===== config.mk =====
export PLATFORM = sky130hd
export DESIGN_NAME = motor_feedback_frame_decoder
export DESIGN_NICKNAME = d
export VERILOG_FILES = /design/src/mfd_pkg.sv /design/src/motor_feedback_frame_decoder.sv /design/src/mfd_core.sv /design/src/mfd_out_buf.sv
export VERILOG_INCLUDE_DIRS = /design/src /design/src/src
export SDC_FILE = /design/constraint.sdc
export NUM_CORES = 1
export LEC_CHECK = 0
export ABC_AREA = 0
export BUFFER_PORTS_ARGS = -buffer_cell sky130_fd_sc_hd__buf_4
export CAP_MARGIN = 10
export CORE_MARGIN = 2
export CORE_UTILIZATION = 45
export DETAILED_ROUTE_END_ITERATION = 8
export MAX_ROUTING_LAYER = met4
export PLACE_DENSITY_LB_ADDON = 0.12
export SYNTH_ARGS = -nofsm -noshare
export SYNTH_HDL_FRONTEND = slang
export SYNTH_SLANG_ARGS = --single-unit

===== constraint.sdc =====
create_clock -name clk_i -period 13.25 [get_ports clk_i]
set_input_delay 2.65 -clock clk_i [delete_from_list [all_inputs] [get_ports clk_i]]
set_output_delay 2.65 -clock clk_i [all_outputs]
set_load 0.03 [all_outputs]

===== src/assert_macros.svh =====
// Assertion macros shared by the feedback decoder modules.
`ifndef ASSERT_MACROS_SVH
`define ASSERT_MACROS_SVH

// Same-cycle implication, disabled while reset is asserted.
`define ASSERT_IMPLY(lbl, clk, rst_n, ante, cons) \
  lbl: assert property (@(posedge clk) disable iff (!(rst_n)) (ante) |-> (cons)) \
    else $error("assertion failed");

// Next-cycle implication, disabled while reset is asserted.
`define ASSERT_NEXT(lbl, clk, rst_n, ante, cons) \
  lbl: assert property (@(posedge clk) disable iff (!(rst_n)) (ante) |=> (cons)) \
    else $error("assertion failed");

`endif


===== src/mfd_pkg.sv =====
// Types and constants of the motor feedback frame decoder.
`default_nettype none

package mfd_pkg;

  localparam int unsigned IdW       = 4;
  localparam int unsigned AngleW    = 16;
  localparam int unsigned CodeW     = 12;
  localparam int unsigned TempW     = 8;
  localparam int unsigned TurnW     = 16;
  localparam int unsigned PosW      = 32;
  localparam int unsigned InDataW   = 64;
  localparam int unsigned OutDataW  = 112;

  // Angle is taken as offset binary around mid scale.
  localparam logic [PosW-1:0] AngleMid = PosW'(32767);
  // Half a turn in signed 17-bit delta units.
  localparam logic signed [AngleW:0] HalfTurn = 17'sd32768;

  typedef enum logic {
    ACT_FRAME = 1'b0,
    ACT_TICK  = 1'b1
  } action_e;

  typedef enum logic {
    CFG_MOTOR_ID = 1'b0,
    CFG_UNWRAP   = 1'b1
  } cfg_idx_e;

  typedef struct packed {
    logic                    kind;
    logic                    online;
    logic signed [PosW-1:0]  total_position;
    logic signed [TurnW-1:0] turn_count;
    logic [TempW-1:0]        rotor_temp;
    logic [TempW-1:0]        driver_temp;
    logic [CodeW-1:0]        torque_raw;
    logic [CodeW-1:0]        speed_raw;
    logic [AngleW-1:0]       angle_raw;
    logic [3:0]              status_code;
    logic                    id_match;
  } res_t;

endpackage

`default_nettype wire


===== src/motor_feedback_frame_decoder.sv =====
// Top level of the motor feedback frame decoder.
//
//  channel   dir  handshake                        payload
//  s_axis    in   s_axis_tvalid_i/s_axis_tready_o  tuser: action, tdata: frame bytes
//  m_axis    out  m_axis_tvalid_o/m_axis_tready_i  tuser: kind, tdata: decoded fields
//  cfg       in   cfg_we_i (no handshake back)     cfg_idx_i, cfg_data_i
//
//  One beat in per cycle while s_axis_tready_o is high; when m_axis is not
//  stalled, its result appears on m_axis the next cycle, from the result register after the decode logic.
//  Reset restores motor_id 1, unwrap off, clears angle/turn/alive state.
//  A stalled m_axis fills the skid entry; s_axis_tready_o drops only when
//  both the result register and the skid entry hold beats.
`default_nettype none

module motor_feedback_frame_decoder (
  input  wire                            clk_i,
  input  wire                            rst_ni,
  // config write port
  input  wire                            cfg_we_i,
  input  wire                            cfg_idx_i,    // 0 motor_id, 1 unwrap_enable
  input  wire  [mfd_pkg::IdW-1:0]        cfg_data_i,
  // input stream
  input  wire                            s_axis_tvalid_i,
  output logic                           s_axis_tready_o,
  input  wire  [mfd_pkg::InDataW-1:0]    s_axis_tdata_i,  // frame_data[63:0]
  input  wire                            s_axis_tuser_i,  // action
  // result stream
  output logic                           m_axis_tvalid_o,
  input  wire                            m_axis_tready_i,
  // [0] id_match, [4:1] status_code, [20:5] angle_raw, [32:21] speed_raw,
  // [44:33] torque_raw, [52:45] driver_temp, [60:53] rotor_temp,
  // [76:61] turn_count, [108:77] total_position, [109] online, [111:110] zero
  output logic [mfd_pkg::OutDataW-1:0]   m_axis_tdata_o,
  output logic                           m_axis_tuser_o   // kind
);
  import mfd_pkg::*;

  res_t core_res;
  res_t out_res;
  logic push;

  // State advances only on an accepted beat.
  assign push = s_axis_tvalid_i && s_axis_tready_o;

  mfd_core u_core (
    .clk_i      (clk_i),
    .rst_ni     (rst_ni),
    .cfg_we_i   (cfg_we_i),
    .cfg_idx_i  (cfg_idx_i),
    .cfg_data_i (cfg_data_i),
    .push_i     (push),
    .action_i   (s_axis_tuser_i),
    .frame_i    (s_axis_tdata_i),
    .res_o      (core_res)
  );

  mfd_out_buf u_out_buf (
    .clk_i       (clk_i),
    .rst_ni      (rst_ni),
    .in_valid_i  (s_axis_tvalid_i),
    .in_ready_o  (s_axis_tready_o),
    .in_res_i    (core_res),
    .out_valid_o (m_axis_tvalid_o),
    .out_ready_i (m_axis_tready_i),
    .out_res_o   (out_res)
  );

  assign m_axis_tuser_o = out_res.kind;
  assign m_axis_tdata_o = {2'b00,
                           out_res.online,
                           out_res.total_position,
                           out_res.turn_count,
                           out_res.rotor_temp,
                           out_res.driver_temp,
                           out_res.torque_raw,
                           out_res.speed_raw,
                           out_res.angle_raw,
                           out_res.status_code,
                           out_res.id_match};

endmodule

`default_nettype wire


===== src/mfd_core.sv =====
// Frame decode, turn unwrap and alive tracking; one accepted beat (push_i) per cycle.
`default_nettype none

module mfd_core (
  input  wire                          clk_i,
  input  wire                          rst_ni,
  input  wire                          cfg_we_i,
  input  wire                          cfg_idx_i,
  input  wire  [mfd_pkg::IdW-1:0]      cfg_data_i,
  input  wire                          push_i,
  input  wire                          action_i,
  input  wire  [mfd_pkg::InDataW-1:0]  frame_i,
  output mfd_pkg::res_t                res_o
);
  import mfd_pkg::*;

  logic [IdW-1:0]          motor_id_q;
  logic                    unwrap_q;
  logic [AngleW-1:0]       prev_angle_q, prev_angle_d;
  logic [TurnW-1:0]        turns_q, turns_d;
  logic                    seeded_q, seeded_d;
  logic                    frame_seen_q, frame_seen_d;
  logic                    online_q, online_d;

  logic                    is_tick;
  logic                    match;
  logic [AngleW-1:0]       angle;
  logic [AngleW-1:0]       ref_angle;
  logic signed [AngleW:0]  delta;
  logic [PosW-1:0]         total;

  always_ff @(posedge clk_i or negedge rst_ni) begin
    if (!rst_ni) begin
      motor_id_q <= IdW'(1);
      unwrap_q   <= 1'b0;
    end else if (cfg_we_i) begin
      unique case (cfg_idx_e'(cfg_idx_i))
        CFG_MOTOR_ID: motor_id_q <= cfg_data_i;
        CFG_UNWRAP:   unwrap_q   <= cfg_data_i[0];
        default:      ;
      endcase
    end
  end

  assign is_tick = (action_e'(action_i) == ACT_TICK);
  assign match   = !is_tick && (frame_i[3:0] == motor_id_q);
  assign angle   = {frame_i[15:8], frame_i[23:16]};
  // First matching frame compares against itself: zero delta.
  assign ref_angle = seeded_q ? prev_angle_q : angle;
  assign delta     = $signed({1'b0, angle}) - $signed({1'b0, ref_angle});

  always_comb begin
    turns_d = turns_q;
    if (!unwrap_q) begin
      turns_d = '0;
    end else if (delta < -HalfTurn) begin
      turns_d = turns_q + TurnW'(1);
    end else if (delta > HalfTurn) begin
      turns_d = turns_q - TurnW'(1);
    end
  end

  assign total = {turns_d, {AngleW{1'b0}}} + PosW'(angle) - AngleMid;

  always_comb begin
    prev_angle_d = prev_angle_q;
    seeded_d     = seeded_q;
    frame_seen_d = frame_seen_q;
    online_d     = online_q;
    if (is_tick) begin
      online_d     = frame_seen_q;
      frame_seen_d = 1'b0;
    end else begin
      frame_seen_d = 1'b1;
      if (match) begin
        prev_angle_d = angle;
        seeded_d     = 1'b1;
      end
    end
  end

  always_ff @(posedge clk_i or negedge rst_ni) begin
    if (!rst_ni) begin
      prev_angle_q <= '0;
      turns_q      <= '0;
      seeded_q     <= 1'b0;
      frame_seen_q <= 1'b0;
      online_q     <= 1'b0;
    end else if (push_i) begin
      prev_angle_q <= prev_angle_d;
      if (match) begin
        turns_q <= turns_d;
      end
      seeded_q     <= seeded_d;
      frame_seen_q <= frame_seen_d;
      online_q     <= online_d;
    end
  end

  always_comb begin
    res_o        = '0;
    res_o.kind   = is_tick;
    res_o.online = online_d;
    if (match) begin
      res_o.id_match       = 1'b1;
      res_o.status_code    = frame_i[7:4];
      res_o.angle_raw      = angle;
      res_o.speed_raw      = {frame_i[31:24], frame_i[39:36]};
      res_o.torque_raw     = {frame_i[35:32], frame_i[47:40]};
      res_o.driver_temp    = frame_i[55:48];
      res_o.rotor_temp     = frame_i[63:56];
      res_o.turn_count     = turns_d;
      res_o.total_position = total;
    end
  end

`include "assert_macros.svh"
  `ASSERT_NEXT(a_tick_clears_seen, clk_i, rst_ni, push_i && is_tick, !frame_seen_q)
  `ASSERT_NEXT(a_frame_sets_seen, clk_i, rst_ni, push_i && !is_tick, frame_seen_q)
  `ASSERT_NEXT(a_no_unwrap_zero, clk_i, rst_ni, push_i && match && !unwrap_q, turns_q == '0)

endmodule

`default_nettype wire


===== src/mfd_out_buf.sv =====
// Result register with one skid entry between decode and the output stream.
`default_nettype none

module mfd_out_buf (
  input  wire            clk_i,
  input  wire            rst_ni,
  input  wire            in_valid_i,
  output logic           in_ready_o,
  input  mfd_pkg::res_t  in_res_i,
  output logic           out_valid_o,
  input  wire            out_ready_i,
  output mfd_pkg::res_t  out_res_o
);
  import mfd_pkg::*;

  logic  out_vld_q, out_vld_d;
  logic  skid_vld_q, skid_vld_d;
  res_t  out_q, out_d;
  res_t  skid_q, skid_d;
  logic  push, pop;

  assign in_ready_o  = !skid_vld_q;
  assign push        = in_valid_i && in_ready_o;
  assign pop         = out_vld_q && out_ready_i;
  assign out_valid_o = out_vld_q;
  assign out_res_o   = out_q;

  always_comb begin
    out_vld_d  = out_vld_q;
    skid_vld_d = skid_vld_q;
    out_d      = out_q;
    skid_d     = skid_q;
    if (!out_vld_q || pop) begin
      if (skid_vld_q) begin
        out_d      = skid_q;
        out_vld_d  = 1'b1;
        skid_vld_d = 1'b0;
      end else if (push) begin
        out_d     = in_res_i;
        out_vld_d = 1'b1;
      end else begin
        out_vld_d = 1'b0;
      end
    end else if (push) begin
      skid_d     = in_res_i;
      skid_vld_d = 1'b1;
    end
  end

  always_ff @(posedge clk_i or negedge rst_ni) begin
    if (!rst_ni) begin
      out_vld_q  <= 1'b0;
      skid_vld_q <= 1'b0;
    end else begin
      out_vld_q  <= out_vld_d;
      skid_vld_q <= skid_vld_d;
    end
  end

  always_ff @(posedge clk_i) begin
    out_q  <= out_d;
    skid_q <= skid_d;
  end

`include "assert_macros.svh"
  `ASSERT_IMPLY(a_skid_behind_out, clk_i, rst_ni, skid_vld_q, out_vld_q)
  `ASSERT_NEXT(a_skid_kept, clk_i, rst_ni, skid_vld_q && !out_ready_i, skid_vld_q)
  `ASSERT_NEXT(a_push_lands, clk_i, rst_ni, push, out_vld_q)

endmodule

`default_nettype wire

# Word-level counts from Yosys, hierarchy flattened
# Cells that the tools add are included.
dict set report word_totals {
  regBits 264
}
dict set report op_classes {
  add_sub_neg 5
  magnitude_cmp 2
  eq_ne 1
  n_mux 13
  n_bitwise 3
  reduce_logical 15
}
# cell count
set op_table {}
lappend op_table {{111-bit 2-to-1 mux} 2}
lappend op_table {{109-bit 2-to-1 mux} 1}
lappend op_table {{16-bit 2-to-1 mux} 4}
lappend op_table {{32-bit by 16-bit adder with 32-bit output} 1}
lappend op_table {{32-bit by 15-bit subtractor with 32-bit output (second input constant)} 1}
lappend op_table {{17-bit > comparator (second input constant)} 1}
lappend op_table {{17-bit by 16-bit less-than comparator with 1-bit output (second input constant)} 1}
lappend op_table {{16-bit by 16-bit subtractor with 17-bit output} 1}
lappend op_table {{16-bit by 1-bit adder with 16-bit output (second input constant)} 1}
lappend op_table {{16-bit by 1-bit subtractor with 16-bit output (second input constant)} 1}
lappend op_table {{2-bit AND reduction} 5}
lappend op_table {{1-bit 2-to-1 mux} 6}
lappend op_table {{4-bit equality test} 1}
lappend op_table {{2-bit nonzero test} 2}
lappend op_table {{1-bit logical AND} 3}
lappend op_table {{1-bit logical NOT} 3}
lappend op_table {{1-bit inverter} 3}
lappend op_table {{3-bit AND reduction} 1}
lappend op_table {{1-bit logical OR} 1}

# Depth between registers and ports, before layout
dict set report logic_depth {
  depth_word 11
  depth_mapped 20
  ltp_nobuf 16
}

# Modules after synthesis
# A second synthesis with hierarchy kept.
dict set report hier_totals {
  hier_cells 1000
  area_unflattened_um2 13391.6
}
# mod n_inst cells_per_inst area_each_um2 seq_area_each_um2
set by_module_without_submodules {}
lappend by_module_without_submodules {mfd_out_buf 1 355 8338.0 6716.4}
lappend by_module_without_submodules {mfd_core 1 641 5028.6 1002.2}
lappend by_module_without_submodules {motor_feedback_frame_decoder 1 4 25.0 0.0}

# Least setup slack after synthesis
# OpenSTA, ideal clock, no wires.
dict set report synth_timing {
  path_type {input to register}
  from {in m_axis_tready_i}
  to {reg u_out_buf.skid_q[0] in the netlist's numbering (enable)}
  arrival_ps 7479
  required_ps 12668
  setup_slack_ps 5189
  cell_stages 2
  path_buffers 0
  path_cell_list {nand2b_1 > nor2_1}
}
dict set report synth_between {
  elab_chain_len 4
}
# item line
set synth_lines {}
lappend synth_lines {{from (decl)} motor_feedback_frame_decoder.sv:29} ;# input wire m_axis_tready_i,
lappend synth_lines {{1-bit logical AND} mfd_out_buf.sv:24} ;# assign pop = out_vld_q && out_ready_i;
lappend synth_lines {{1-bit logical OR} mfd_out_buf.sv:33} ;# if (!out_vld_q || pop) begin
lappend synth_lines {{1-bit inverter (no source line)} n/a}
lappend synth_lines {{2-bit AND reduction (no source line)} n/a}
lappend synth_lines {{to (signal assigned)} mfd_out_buf.sv:62} ;# skid_q <= skid_d;
lappend synth_lines {{to (decl)} mfd_out_buf.sv:19} ;# res_t skid_q, skid_d;
# No other way between the ends.
# A chain may end at the register's enable or synchronous reset.

# Worst setup path after layout
dict set report layout_timing {
  from {in s_axis_tdata_i[16] in the netlist's numbering}
  to {reg u_out_buf.out_q (netlist bit u_out_buf.out_res_o[108]), data pin}
}
dict set report layout_between {
  elab_chain_len 11
  word_cells_on_any_way 12
  cone_classes {3 x add/sub; 2 x order compare; 7 x mux}
}
# item line
set layout_lines {}
lappend layout_lines {{from (decl)} motor_feedback_frame_decoder.sv:25} ;# input wire [mfd_pkg::InDataW-1:0] s_axis_tdata_i,
lappend layout_lines {{16-bit 2-to-1 mux} mfd_core.sv:49} ;# assign ref_angle = seeded_q ? prev_angle_q : angle;
lappend layout_lines {{16-bit by 16-bit subtractor with 17-bit output} mfd_core.sv:50} ;# assign delta = $signed({1'b0, angle}) - $signed({1'b0, ref_angle});
lappend layout_lines {{17-bit > comparator} mfd_core.sv:58} ;# end else if (delta > HalfTurn) begin
lappend layout_lines {{16-bit 2-to-1 mux} mfd_core.sv:58}
lappend layout_lines {{16-bit 2-to-1 mux} mfd_core.sv:56} ;# end else if (delta < -HalfTurn) begin
lappend layout_lines {{16-bit 2-to-1 mux} mfd_core.sv:54} ;# if (!unwrap_q) begin
lappend layout_lines {{32-bit by 16-bit adder with 32-bit output (*)} mfd_core.sv:63} ;# assign total = {turns_d, {AngleW{1'b0}}} + PosW'(angle) - AngleMid;
lappend layout_lines {{32-bit by 15-bit subtractor with 32-bit output (*)} mfd_core.sv:63}
lappend layout_lines {{109-bit 2-to-1 mux (*)} mfd_core.sv:104} ;# if (match) begin
lappend layout_lines {{111-bit 2-to-1 mux (*)} mfd_out_buf.sv:38} ;# end else if (push) begin
lappend layout_lines {{111-bit 2-to-1 mux (*)} mfd_out_buf.sv:34} ;# if (skid_vld_q) begin
lappend layout_lines {{to (signal assigned)} mfd_out_buf.sv:61} ;# out_q <= out_d;
lappend layout_lines {{to (decl)} mfd_out_buf.sv:18} ;# res_t out_q, out_d;
# Every way passes the cells marked *; elsewhere a longest branch is shown, timed or not. The select of a mux whose other input is x is not followed.

==> metrics.cfg <==
[power_and_ir_drop]
p_sw_mw=1.15
sw_frac_of_total_pct=37.4
seqPwrFrac_pct=34.5
power.density_mw_per_mm2=193
p_int_mw=1.92
comb_power_share_pct=40.6
p_clk_share_pct=24.9
leakagePower_nw=6.32
vdd_drop_max_mv=0.112

[clock_tree]
numCtsBuffers=28
cts_tree=built
ctsResizeCount=0
htreeDepth=1
cts_root_buffer=clkbuf_16
clk_latency_ns=0.53
cts_hold_buf=0
max-clock-path-buffers=3
clock-sinks=264
clkTransAtPathRegs_ns=0.06
cts_setup_buffers=0

[setup_path]
r2r_end=u_out_buf.out_res_o[108]
critical_path.cell_chain=buf_4 -> inv_1 -> o21ai_0 -> ha_1 -> fa_1 -> and2b_1 -> o2111ai_1 -> a21boi_0 -> o221ai_1 -> nand4bb_1 -> or4_1 -> a31oi_1 -> mux2i_1 -> nand3_1 -> nor3_4 -> nand2_1 -> a221o_1
crit_path_max_incr_delay_ns=0.77
arrival_ns=7.41
cp_max_fo=7
rrSetupSlack_ns=7.39
endpoint_kind=flip-flop
required_ns=13.53
criticalPathCategory=in2reg
reg2regPathDepth=15
crit_slowest_cell=or4_1
startpoint_type=input pin
reg2reg_from=u_core.seeded_q

[final_layout]
ff_latch_area_mm2=0.00772
nFillCells=2461
multi_input_area_mm2=0.00531
diodes=0
mostFrequentLayoutCell=edfxtp_1
final_nets=1354
area_growth_syn_to_layout_pct=19.8
most-common-layout-cells=222 x edfxtp_1, 196 x buf_4, 109 x nand2_1
final_util_pct=55.2
layout-drive-gt1-share_pct=28.2

[global_route]
grt_use_total_pct=20.2
grt_pass1_wl_mm=48.4
grt_overflow=0
grt_pass1_vias=8622
antenna_found_initial=0
grt_max_degree=95

[die]
core_mm2=0.0289
start_util_pct=46.0
die_width_um=176
rows=62
die_h_um=176
die_area_mm2=0.0310
ios=190

[sta]
min_period_ns=7.13
finalSetupTns_ns=0
post-route-period-util_pct=53.8
maxSlewViolCount=0
hold_viol_final=0
max_freq_mhz=140
rsz0062_at_grt=no
tightest_slew_ns=0.993
setup_viol=0
slew_headroom_pct=33.8
fin_worst_skew_ns=0.0109

[logic_synthesis]
synth-seq-area-share_pct=57.9
synth_cell_types=98
netlist_instances=1090
synth-edff-count=222
synthFlopType=edfxtp_1
async_reset_ff_share_pct=15.9
syn_area_mm2=0.0133
ys_ff_latch=264
syn_area_per_cell_um2=12.2
synth_warnings=0

[hold_path]
hold_path.class=reg2reg
holdPathEnd=u_core.prev_angle_q[0]
hold_start=u_core.prev_angle_q[0]
hold_path_depth=2

[routing]
drc=0
vias_per_cell=5.49
wl_per_cell_um=18.6
vias=9138
first_iter_violations=714
dr.pass1.iters=5
postRouteAntennaNets=0
finalWirelength_mm=30.9

[run]
cap_violations=0

[placement]
gp_congestion=0.902
dp_hpwl_mm=20.9
port_buffers=187

[outcome]
outcome=completed

logic make-up after synthesis:
group	count (synthesis)	synth area share (%)
compound gates	202	11.4
xor+xnor	32	2.10
fa+ha+maj	21	2.03
buf+inv	79	2.44
flops	264	57.9
mux	111	9.21
other cells	1	0.0282
simple gates	380	14.8
how the worst max path moves through the flow:
stage / start / end / slack (ns) / depth (start not counted)
global placement: s_axis_tdata_i[16] / u_out_buf.out_res_o[108] / 5.78 / 17
finish: s_axis_tdata_i[16] / u_out_buf.out_res_o[108] / 6.12 / 17
floorplan: m_axis_tready_i / u_out_buf.skid_q[0] / 5.19 / 2
detailed placement: s_axis_tdata_i[16] / u_out_buf.out_res_o[108] / 5.64 / 17
global route: s_axis_tdata_i[16] / u_out_buf.out_res_o[108] / 5.80 / 17
CTS: s_axis_tdata_i[16] / u_out_buf.out_res_o[108] / 6.18 / 17
metal layers:
| layer | wire (um) | global-route usage (%) |
|---|---|---|
| met5 | 0 | - |
| met4 | 375 | 3.62 |
| met3 | 1410 | 2.52 |
| met2 | 14100 | 30.8 |
| met1 | 15000 | 29.5 |
metrics by stage:
stage	hold slack, ns	setup slack (ns)	total power, mW	cell area [um2]	instances
5_1_grt	0.518	5.80	3.26	16000	1664
6_report	0.490	6.12	3.07	16000	1664
3_5_place_dp	0.478	5.64	2.31	15100	1612
2_1_floorplan	0.444	5.19	2.00	13300	1091
4_1_cts	0.491	6.18	3.09	16000	1664
3_3_place_gp	0.460	5.78	2.31	15100	1612
final cells by class:
class,instances,share of cell area (%)
Sequential cell,264,48.4
Multi-Input combinational cell,748,33.3
Timing Repair Buffer,196,9.22
Clock buffer,41,5.02
Tap cell,384,3.01
Clock inverter,11,0.659
Inverter,20,0.470
registers in the layout (all words and copies together) (netlist names):
| name | cells |
|---|---|
| u_core.online_q | 1 |
| u_core.turns_q | 16 |
| u_core.motor_id_q | 4 |
| u_core.seeded_q | 1 |
| u_core.prev_angle_q | 16 |
| u_out_buf.skid_q | 111 |
| u_out_buf.skid_vld_q | 1 |
| u_core.unwrap_q | 1 |
| u_out_buf.out_valid_o | 1 |
| u_out_buf.out_res_o | 111 |
| u_core.frame_seen_q | 1 |
worst max-delay path: cells and delay by family:
kind,cells,cell delay (ns)
buffers and inverters,2,0.26
and+or+nand+nor,6,1.95
adders and majority gates,2,0.65
AOI/OAI and AO/OA,6,1.32
muxes,1,0.58
power groups by stage:
stage          clock network [mW]  logic, mW  registers [mW]
2_1_floorplan                   0      0.894            1.11
3_3_place_gp                    0       1.23            1.08
3_5_place_dp                    0       1.23            1.08
4_1_cts                     0.784       1.24            1.06
5_1_grt                     0.818       1.36            1.07
6_report                    0.765       1.25            1.06
cells in the mapped netlist (all sizes together) (3+ instances only):
cell,number,area share (%)
a2111oi,5,0.33
nand3b,3,0.17
o31ai,41,2.3
inv,19,0.54
nor4,6,0.60
a21o,7,0.39
xor2,11,0.72
o211ai,6,0.38
nand3,32,1.2
o221ai,4,0.39
a211o,6,0.39
o21ai,44,1.8
o21a,6,0.35
nand2,109,3.1
a221o,3,0.23
clkbuf,41,1.2
mux2i,24,1.8
nor3b,5,0.32
nor2b,7,0.33
nor3,11,0.54
a21oi,31,1.3
edfxtp,222,50
buf,18,0.72
mux2,87,7.4
a31oi,8,0.49
and4,5,0.33
ha,20,1.9
nand2b,10,0.47
xnor2,21,1.4
o2111ai,5,0.38
nor2,86,2.4
nand4,9,0.58
a211oi,5,0.36
and3,16,0.75
and2,66,3.1
dfrtp,41,7.7
or4,3,0.17
o22ai,5,0.23
(Power assumes the default switching activity.)
